`src/rtl/core/saoc_pkg.sv`:
```
// Shared types, constants and wheel decode for the synchro angle offset corrector.
package saoc_pkg;

   localparam int unsigned WordWidth  = 16;
   localparam int unsigned UnitsWidth = 17;
   localparam int unsigned HundWidth  = 18;
   localparam int unsigned ScaledWidth = 27;
   localparam int unsigned RecipShift = 32;

   // Offsets of a full turn or more clamp to one turn.
   localparam logic [HundWidth-1:0]  HundPerTurn = 18'd36000;
   localparam logic [UnitsWidth-1:0] TurnUnits   = 17'h10000;
   // units = floor((h*65536 + 18000) / 36000) = floor((h*2048 + 562) / 1125)
   localparam logic [ScaledWidth-1:0] RoundBias = 27'd562;
   localparam logic [ScaledWidth-1:0] Divisor   = 27'd1125;
   // floor(2^32 / 1125); estimate is low by at most one
   localparam logic [21:0] Recip = 22'd3817748;

   typedef struct packed {
      logic [15:0] az_synchro;
      logic [15:0] el_synchro;
      logic [15:0] az_wheel_whole;
      logic [15:0] az_wheel_frac;
      logic [15:0] el_wheel_whole;
      logic [15:0] el_wheel_frac;
   } req_type;

   typedef struct packed {
      logic [16:0] az_angle;
      logic [15:0] el_angle;
      logic [16:0] az_offset_units;
      logic [16:0] el_offset_units;
   } rsp_type;

   // Active-low BCD thumbwheels to hundredths of a degree; nibbles above 9 keep binary weight.
   function automatic logic [HundWidth-1:0] wheel_hundredths(
      input logic [15:0] whole_raw,
      input logic [15:0] frac_raw
   );
      logic [15:0] w;
      logic [15:0] f;
      logic [10:0] deg;
      logic [7:0]  hund;
      w    = ~whole_raw;
      f    = ~frac_raw;
      deg  = 11'(w[11:8]) * 11'd100 + 11'(w[7:4]) * 11'd10 + 11'(w[3:0]);
      hund = 8'(f[7:4]) * 8'd10 + 8'(f[3:0]);
      return HundWidth'(deg) * 18'd100 + HundWidth'(hund);
   endfunction

endpackage

```
`src/rtl/core/synchro_angle_offset_correct_unit.sv`:
```
// Top level: thumbwheel offset decode, scaling to angle units and synchro correction.
//
//   channel   ports                          direction   beat
//   request   req_valid req_ready req_data   in          raw angles and wheel words
//   response  rsp_valid rsp_ready rsp_data   out         corrected angles and offsets
//
// Four register stages: wheel decode, reciprocal multiply, quotient fix and clamp,
// angle add, with a 27x22 reciprocal multiply. One beat per cycle while the response is not stalled.
// Each stage loads when empty or when the stage after it moves, so bubbles close up
// and a stalled response does not block the stages behind it until they fill.
// Synchronous reset clears the valid bits only.
module synchro_angle_offset_correct_unit
   import saoc_pkg::*;
(
   input  logic    clock,
   input  logic    reset,
   input  logic    req_valid,
   output logic    req_ready,
   input  req_type req_data,
   output logic    rsp_valid,
   input  logic    rsp_ready,
   output rsp_type rsp_data
);

   // stage valids
   logic v1_ff, v2_ff, v3_ff, v4_ff;
   logic rdy1, rdy2, rdy3, rdy4;

   // stage 1: hundredths
   logic [15:0]          az_syn1_ff, el_syn1_ff;
   logic [HundWidth-1:0] az_h1_ff, el_h1_ff;
   logic [HundWidth-1:0] az_h1_in, el_h1_in;

   // stage 2: quotient estimate
   logic [15:0]            az_syn2_ff, el_syn2_ff;
   logic [ScaledWidth-1:0] az_m2_ff, el_m2_ff, az_m2_in, el_m2_in;
   logic [UnitsWidth-1:0]  az_q2_ff, el_q2_ff, az_q2_in, el_q2_in;
   logic                   az_clamp2_ff, el_clamp2_ff;
   logic [48:0]            az_prod, el_prod;

   // stage 3: offset units
   logic [15:0]            az_syn3_ff, el_syn3_ff;
   logic [UnitsWidth-1:0]  az_u3_ff, el_u3_ff, az_u3_in, el_u3_in;
   logic [ScaledWidth-1:0] az_rem, el_rem;

   // stage 4: result
   rsp_type rsp_ff, rsp_in;
   logic [15:0] az_sum, el_sum;

   assign rdy4      = !v4_ff || rsp_ready;
   assign rdy3      = !v3_ff || rdy4;
   assign rdy2      = !v2_ff || rdy3;
   assign rdy1      = !v1_ff || rdy2;
   assign req_ready = rdy1;
   assign rsp_valid = v4_ff;
   assign rsp_data  = rsp_ff;

   always_comb begin
      az_h1_in = wheel_hundredths(req_data.az_wheel_whole, req_data.az_wheel_frac);
      el_h1_in = wheel_hundredths(req_data.el_wheel_whole, req_data.el_wheel_frac);
   end

   // m = h*2048 + 562, valid when h is below a full turn
   always_comb begin
      az_m2_in = {az_h1_ff[15:0], 11'd0} + RoundBias;
      el_m2_in = {el_h1_ff[15:0], 11'd0} + RoundBias;
      az_prod  = 49'(az_m2_in) * 49'(Recip);
      el_prod  = 49'(el_m2_in) * 49'(Recip);
      az_q2_in = az_prod[RecipShift +: UnitsWidth];
      el_q2_in = el_prod[RecipShift +: UnitsWidth];
   end

   always_comb begin
      az_rem = az_m2_ff - ScaledWidth'(az_q2_ff) * Divisor;
      el_rem = el_m2_ff - ScaledWidth'(el_q2_ff) * Divisor;
      if (az_clamp2_ff) begin
         az_u3_in = TurnUnits;
      end else begin
         az_u3_in = az_q2_ff + UnitsWidth'(az_rem >= Divisor);
      end
      if (el_clamp2_ff) begin
         el_u3_in = TurnUnits;
      end else begin
         el_u3_in = el_q2_ff + UnitsWidth'(el_rem >= Divisor);
      end
   end

   // a clamped offset has zero low bits, so it adds nothing mod one turn
   always_comb begin
      az_sum                 = az_syn3_ff + az_u3_ff[15:0];
      el_sum                 = el_syn3_ff + el_u3_ff[15:0];
      rsp_in.az_angle        = TurnUnits - {1'b0, az_sum};
      rsp_in.el_angle        = el_sum;
      rsp_in.az_offset_units = az_u3_ff;
      rsp_in.el_offset_units = el_u3_ff;
   end

   always_ff @(posedge clock) begin
      if (reset) begin
         v1_ff <= 1'b0;
         v2_ff <= 1'b0;
         v3_ff <= 1'b0;
         v4_ff <= 1'b0;
      end else begin
         if (rdy1) v1_ff <= req_valid;
         if (rdy2) v2_ff <= v1_ff;
         if (rdy3) v3_ff <= v2_ff;
         if (rdy4) v4_ff <= v3_ff;
      end
   end

   always_ff @(posedge clock) begin
      if (rdy1 && req_valid) begin
         az_syn1_ff <= req_data.az_synchro;
         el_syn1_ff <= req_data.el_synchro;
         az_h1_ff   <= az_h1_in;
         el_h1_ff   <= el_h1_in;
      end
      if (rdy2 && v1_ff) begin
         az_syn2_ff   <= az_syn1_ff;
         el_syn2_ff   <= el_syn1_ff;
         az_m2_ff     <= az_m2_in;
         el_m2_ff     <= el_m2_in;
         az_q2_ff     <= az_q2_in;
         el_q2_ff     <= el_q2_in;
         az_clamp2_ff <= az_h1_ff >= HundPerTurn;
         el_clamp2_ff <= el_h1_ff >= HundPerTurn;
      end
      if (rdy3 && v2_ff) begin
         az_syn3_ff <= az_syn2_ff;
         el_syn3_ff <= el_syn2_ff;
         az_u3_ff   <= az_u3_in;
         el_u3_ff   <= el_u3_in;
      end
      if (rdy4 && v3_ff) begin
         rsp_ff <= rsp_in;
      end
   end

`ifndef SYNTHESIS
   // reciprocal estimate must be at most one low
   a_az_est_close: assert property (@(posedge clock) disable iff (reset)
      v2_ff && !az_clamp2_ff |-> az_rem < 2 * Divisor)
      else $error("azimuth quotient estimate off by more than one");

   a_el_est_close: assert property (@(posedge clock) disable iff (reset)
      v2_ff && !el_clamp2_ff |-> el_rem < 2 * Divisor)
      else $error("elevation quotient estimate off by more than one");

   a_units_bound: assert property (@(posedge clock) disable iff (reset)
      v3_ff |-> az_u3_ff <= TurnUnits && el_u3_ff <= TurnUnits)
      else $error("offset units above one turn");

   a_az_nonzero: assert property (@(posedge clock) disable iff (reset)
      rsp_valid |-> rsp_data.az_angle != '0)
      else $error("reversed azimuth is zero");

   a_accept_fills: assert property (@(posedge clock) disable iff (reset)
      req_valid && req_ready |=> v1_ff)
      else $error("accepted beat lost at first stage");
`endif

endmodule
```
`config.mk`:
```
export PLATFORM = sky130hd
export DESIGN_NAME = synchro_angle_offset_correct_unit
export DESIGN_NICKNAME = d
export VERILOG_FILES = /design/src/rtl/core/saoc_pkg.sv /design/src/rtl/core/synchro_angle_offset_correct_unit.sv
export SDC_FILE = /design/constraint.sdc
export NUM_CORES = 2
export LEC_CHECK = 0
export ABC_AREA = 1
export BUFFER_PORTS_ARGS = -buffer_cell sky130_fd_sc_hd__buf_2
export CAP_MARGIN = 20
export CORE_MARGIN = 10
export CORE_UTILIZATION = 60
export CTS_BUF_LIST = sky130_fd_sc_hd__clkbuf_2 sky130_fd_sc_hd__clkbuf_4 sky130_fd_sc_hd__clkbuf_8
export DETAILED_ROUTE_END_ITERATION = 6
export GPL_ROUTABILITY_DRIVEN = 0
export HOLD_SLACK_MARGIN = 0.06
export PLACE_DENSITY_LB_ADDON = 0.3
export SETUP_SLACK_MARGIN = 0.1
export SLEW_MARGIN = 20
export SYNTH_ARGS = -nofsm -noshare
export SYNTH_HDL_FRONTEND = slang
export SYNTH_SLANG_ARGS = --single-unit
export TNS_END_PERCENT = 20
```
`constraint.sdc`:
```
create_clock -name clock -period 7.6 [get_ports clock]
set_input_delay 1.52 -clock clock [delete_from_list [all_inputs] [get_ports clock]]
set_output_delay 1.52 -clock clock [all_outputs]
set_load 0.02 [all_outputs]
```
Word-level counts from Yosys, hierarchy flattened
Cells that the tools add are included.
- register bits after elaboration: 327
- bits of input ports: 100
- output and inout port bits: 69
- word-level logic and storage cells: 73
- add/subtract/negate cells: 17
- multipliers: 12
- $lt $le $gt $ge: 4
- bitwise logic cells: 4
- reduce and logical (&&, ||, !) cells: 12
- operators by type and width (operator ; number):
    multiplier 27 x 20 -> 47 bit, second input constant ; 2
    adder 27 x 10 -> 27 bit, second input constant ; 2
    greater-or-equal comparator 27 x 11 -> 1 bit, second input constant ; 2
    multiplier 17 x 11 -> 27 bit, second input constant ; 2
    subtractor 27 bit ; 2
    adder 18 x 8 -> 18 bit ; 2
    greater-or-equal comparator 18 x 16 -> 1 bit, second input constant ; 2
    adder 17 x 1 -> 17 bit ; 2
    adder 16 bit ; 2
    multiplier 11 x 5 -> 16 bit, second input constant ; 2
    multiplier 4 x 3 -> 7 bit, second input constant ; 4
    inverter 12 bit ; 2
    adder 11 x 4 -> 11 bit ; 2
    adder 11 x 8 -> 11 bit ; 2
    multiplier 4 x 5 -> 9 bit, second input constant ; 2
    subtractor 17 x 16 -> 17 bit, first input constant ; 1
    adder 8 x 4 -> 8 bit ; 2
    inverter 8 bit ; 2
    logical AND 1 bit ; 4
    logical NOT 1 bit ; 4
    logical OR 1 bit ; 4

Logic depth before layout (Yosys ltp)
- depth after elaboration: 6
- depth in mapped cells: 40
- gate-level depth less buffers: 40

Worst setup path after synthesis
OpenSTA, ideal clock, no wires.
- path kind: in2reg
- from: input port req_data[21] (netlist name)
- to: register el_h1_ff[16] (data pin)
- library setup time: 0.253 ns
- data arrival time: 6.267 ns
- required time: 7.347 ns
- slack: 1.080 ns
- stages on the path: 28
- path buffers: 0
- cell sequence: inv_1 > ha_1 > ha_1 > fa_1 > xnor2_1 > ha_1 > ha_1 > inv_1 > o21ai_0 > xnor2_1 > inv_1 > ha_1 > ha_1 > inv_1 > fa_1 > inv_1 > ha_1 > a21o_1 > a31oi_1 > nand2_1 > nand2_1 > nand2_1 > inv_1 > nand2_1 > nor3_1 > nand3_1 > nand2_1 > nand2_1
- word-level cells in the longest chain between the ends: 6
- ends and longest elaborated chain (what ; line ; text):
    from (decl) ; synchro_angle_offset_correct_unit.sv:19 ; input req_type req_data,
    inverter 12 bit ; saoc_pkg.sv:44 ; w = ~whole_raw;
    multiplier 4 x 3 -> 7 bit ; saoc_pkg.sv:46 ; deg = 11'(w[11:8]) * 11'd100 + 11'(w[7:4]) * 11'd10 + 11'(w[3:0]);
    adder 11 x 8 -> 11 bit ; saoc_pkg.sv:46 ;
    adder 11 x 4 -> 11 bit ; saoc_pkg.sv:46 ;
    multiplier 11 x 5 -> 16 bit ; saoc_pkg.sv:48 ; return HundWidth'(deg) * 18'd100 + HundWidth'(hund);
    adder 18 x 8 -> 18 bit ; saoc_pkg.sv:48 ;
    via el_h1_in[16] ; synchro_angle_offset_correct_unit.sv:32 ; logic [HundWidth-1:0] az_h1_in, el_h1_in;
    to (signal assigned) ; synchro_angle_offset_correct_unit.sv:117 ; el_h1_ff <= el_h1_in;
    to (decl) ; synchro_angle_offset_correct_unit.sv:31 ; logic [HundWidth-1:0] az_h1_ff, el_h1_ff;
The timed path passes the listed nets, and every way through them passes these cells.
A chain may end at the register's enable or synchronous reset.

Worst setup path after layout
- from: register az_q2_ff[7]
- to: register az_u3_ff[14] (data pin)
- word-level cells in the longest chain between the ends: 4
- ends and longest elaborated chain (what ; line ; text):
    from (decl) ; synchro_angle_offset_correct_unit.sv:37 ; logic [UnitsWidth-1:0] az_q2_ff, el_q2_ff, az_q2_in, el_q2_in;
    from (signal assigned) ; synchro_angle_offset_correct_unit.sv:124 ; az_q2_ff <= az_q2_in;
    multiplier 17 x 11 -> 27 bit ; synchro_angle_offset_correct_unit.sv:74 ; az_rem = az_m2_ff - ScaledWidth'(az_q2_ff) * Divisor;
    subtractor 27 bit ; synchro_angle_offset_correct_unit.sv:74 ;
    greater-or-equal comparator 27 x 11 -> 1 bit ; synchro_angle_offset_correct_unit.sv:79 ; az_u3_in = az_q2_ff + UnitsWidth'(az_rem >= Divisor);
    adder 17 x 1 -> 17 bit (*) ; synchro_angle_offset_correct_unit.sv:79 ;
    to (signal assigned) ; synchro_angle_offset_correct_unit.sv:132 ; az_u3_ff <= az_u3_in;
    to (decl) ; synchro_angle_offset_correct_unit.sv:43 ; logic [UnitsWidth-1:0] az_u3_ff, el_u3_ff, az_u3_in, el_u3_in;
Mark *: on every way between the ends. The rest lies on a longest branch, timed or not.

==> summary.md <==
| Metric | Value |
|---|---|
| Setup Buffers After CTS | 0 |
| Tcrit/Tclk final | 84.7% |
| Minimum clock period | 6440 ps |
| # rows | 88 |
| Post-synthesis mux area share | 0% |
| Detailed-route wire length | 71900 µm |
| Dpl hpwl | 59900 µm |
| Syn nets | 4845 |
| Status | completed |
| Yosys reg bits | 305 |
| Startpoint Class | register |
| Clock sinks | 305 |
| Number of diodes | 0 |
| Setup violators final | 0 |
| Cts repair resizes | 0 |
| CP Class | register to register |
| Critical Path Most Common Cell | inv_1 |
| Die width | 261 µm |
| Fin nets | 5044 |
| Dpl cell area | 36700 µm² |
| Synth Area in XOR/XNOR | 4.45% |
| Simple-gate share of the synthesized area | 13.0% |
| Overflow after GRT | 0 |
| Vias per inst | 5.27 |
| Iteration-0 DRC Markers | 1184 |
| Max-cap violations | 0 |
| Clock transition at the registers of the reported paths | 60 ps |
| Crit end category | register |
| Cell area after layout | 37900 µm² |
| Number of global-route vias before repair | 25800 |
| Average routed wire per standard cell | 15.0 µm |
| Largest family of logic cells by synthesized area | adder cells |
| Post-Syn Instances | 3776 |
| DRC Markers | 0 |
| CORE AREA | 57700 µm² |
| Fmax achieved | 155 MHz |
| Worst Skew | 50.3 ps |
| Critical path arrival | 6780 ps |
| Avg Cell Area, Syn | 9.26 µm² |
| Global-route wire length before repair | 121000 µm |
| Vias | 25200 |
| Top Ports | 169 |
| Synth unique cells | 48 |
| Register area share after synthesis | 26.1% |
| Hold Buf Count CTS | 0 |
| Longest Clk Path Bufs | 3 |
| TritonCTS Buffers | 50 |
| Largest net degree at the start of global routing | 69 |
| Clock root cell | clkbuf_8 |
| Slowest stage cell, crit path | edfxtp_1 |
| Synth Area in Compound Gates | 6.55% |
| Post-synth top area cell | edfxtp_1 |
| Main synth FF type | edfxtp_1 |
| CTS tree | built |
| Synth warn | 0 |
| Port buffer count | 144 |
| Fill count | 4635 |
| Number of flops mapped to enable cells by yosys | 301 |
| Die ar. | 68300 µm² |
| Worst Tran Pin Value | 1050 ps |
| Worst endpoint required time | 7950 ps |
| Pre-antenna DRT Iters | 6 |
| Synth top area cells | edfxtp_1 26%, ha_1 25%, fa_1 16%, inv_1 9.3%, nand2_1 5.9% |
| H-tree depth | 2 |
| Synthesized-area fraction occupied by adder cells | 40.6% |
| Clk_lat worst skew | 660 ps |
| WHS | 402 ps |
| Final Max Slew Viols | 0 |
| Cell area after synthesis | 35000 µm² |
| Layout Area Growth over Synthesis | 8.41% |
| Asr flop ratio synth | 0% |
| Worst min path class | register to register |
| Final Hold Fails | 0 |
| Setup tns final | 0 ps |
| Max transition margin | 30.0% |
| GRT Overall Usage | 21.5% |
| Worst-path fanout max | 6 |
| Share of layout cells above drive strength 1 | 7.29% |
| Initial Util | 60.6% |
| Commonest non-fill, non-tap cell in the layout | inv_1 |
| Yosys top cell area share | 25.8% |
| Initial antenna violation count | 0 |
| Die Span Y | 261 µm |
| RSZ-0062 raised after global routing | no |
| Commonest cells after routing, fill and taps aside | 863 x inv_1, 695 x ha_1, 546 x nand2_1, 301 x edfxtp_1, 274 x fa_1 |
| Post-DRT Antenna Nets | 0 |
| Crit path largest cell delay | 550 ps |
worst paths after layout:
| path | from | to | slack [ps] | cells after the start |
|---|---|---|---|---|
| min reg2reg | el_syn2_ff[5]$_DFFE_PP_ | el_syn3_ff[5]$_DFFE_PP_ | 400 | 0 |
| max | az_q2_ff[7]$_DFFE_PP_ | az_u3_ff[14]$_SDFFCE_PP0P_ | 1160 | 34 |
| max reg2reg | az_q2_ff[7]$_DFFE_PP_ | az_u3_ff[14]$_SDFFCE_PP0P_ | 1160 | 34 |
| min | el_syn2_ff[5]$_DFFE_PP_ | el_syn3_ff[5]$_DFFE_PP_ | 400 | 0 |
registers in the layout (all words and copies together) (netlist names), 17 cells and up:
name      count
az_q2_ff     17
az_u3_ff     17
az_h1_ff     18
el_q2_ff     17
rsp_data     67
el_h1_ff     18
el_u3_ff     17
Yosys cell counts, types with 14 or more instances:
cell,instances
nand4_1,47
fa_1,274
xnor2_1,55
a21o_1,19
nor3_1,38
ha_1,695
xor2_1,109
nand2_2,14
nand2_1,546
nand3_1,128
nor2_1,215
edfxtp_1,301
inv_1,865
a21oi_1,210
nand3b_1,27
o21ai_0,121
layer usage:
layer	vias up	track usage [%]	share of wire, %
li1	12700	-	-
met1	11800	27.2	44
met2	557	37.9	48
met3	132	3.42	5.4
met4	0	5.51	2.3
met5	-	0	0
kinds of logic (layout without fill, tap and decap cells):
family	count (synthesis)	after routing
AOI/OAI and AO/OA	415	415
xor gates and xnor gates	170	170
adders and majority gates	969	969
buffers and inverters	869	1110
DFF	305	305
and+or+nand+nor	1048	1048
critical path, delay by kind of cell, from the launching register on:
family                   cells  cell delay, ps
AND/OR/NAND/NOR             13            1410
AO/OA/AOI/OAI                3             360
XOR/XNOR                     1             160
flip-flops                   1             550
buffers and inverters        9             690
adder cells (fa/ha/maj)      8            2990
metrics by stage:
stage / instances / setup slack [ps] / utilization, %
5_1_grt: 4782 / 642 / 65.7
4_1_cts: 4782 / 1170 / 65.7
2_1_floorplan: 3776 / 1080 / -
6_report: 4782 / 1160 / 65.7
3_5_place_dp: 4688 / 531 / 63.6
3_3_place_gp: 4688 / 677 / 63.6
area by class of cell:
class,instances,area (µm²),area share (%)
clock buffers,69,843,2.22
clock inverters,25,373,0.984
inverters,867,3260,8.59
multi-input cells,2602,22600,59.6
flip-flops and latches,305,9120,24.1
well taps,765,957,2.53
repair buffers,149,758,2.00
Power is left out: the tool's default activity adds up to more than one toggle a clock period on the data nets, which glitch-free logic cannot reach.
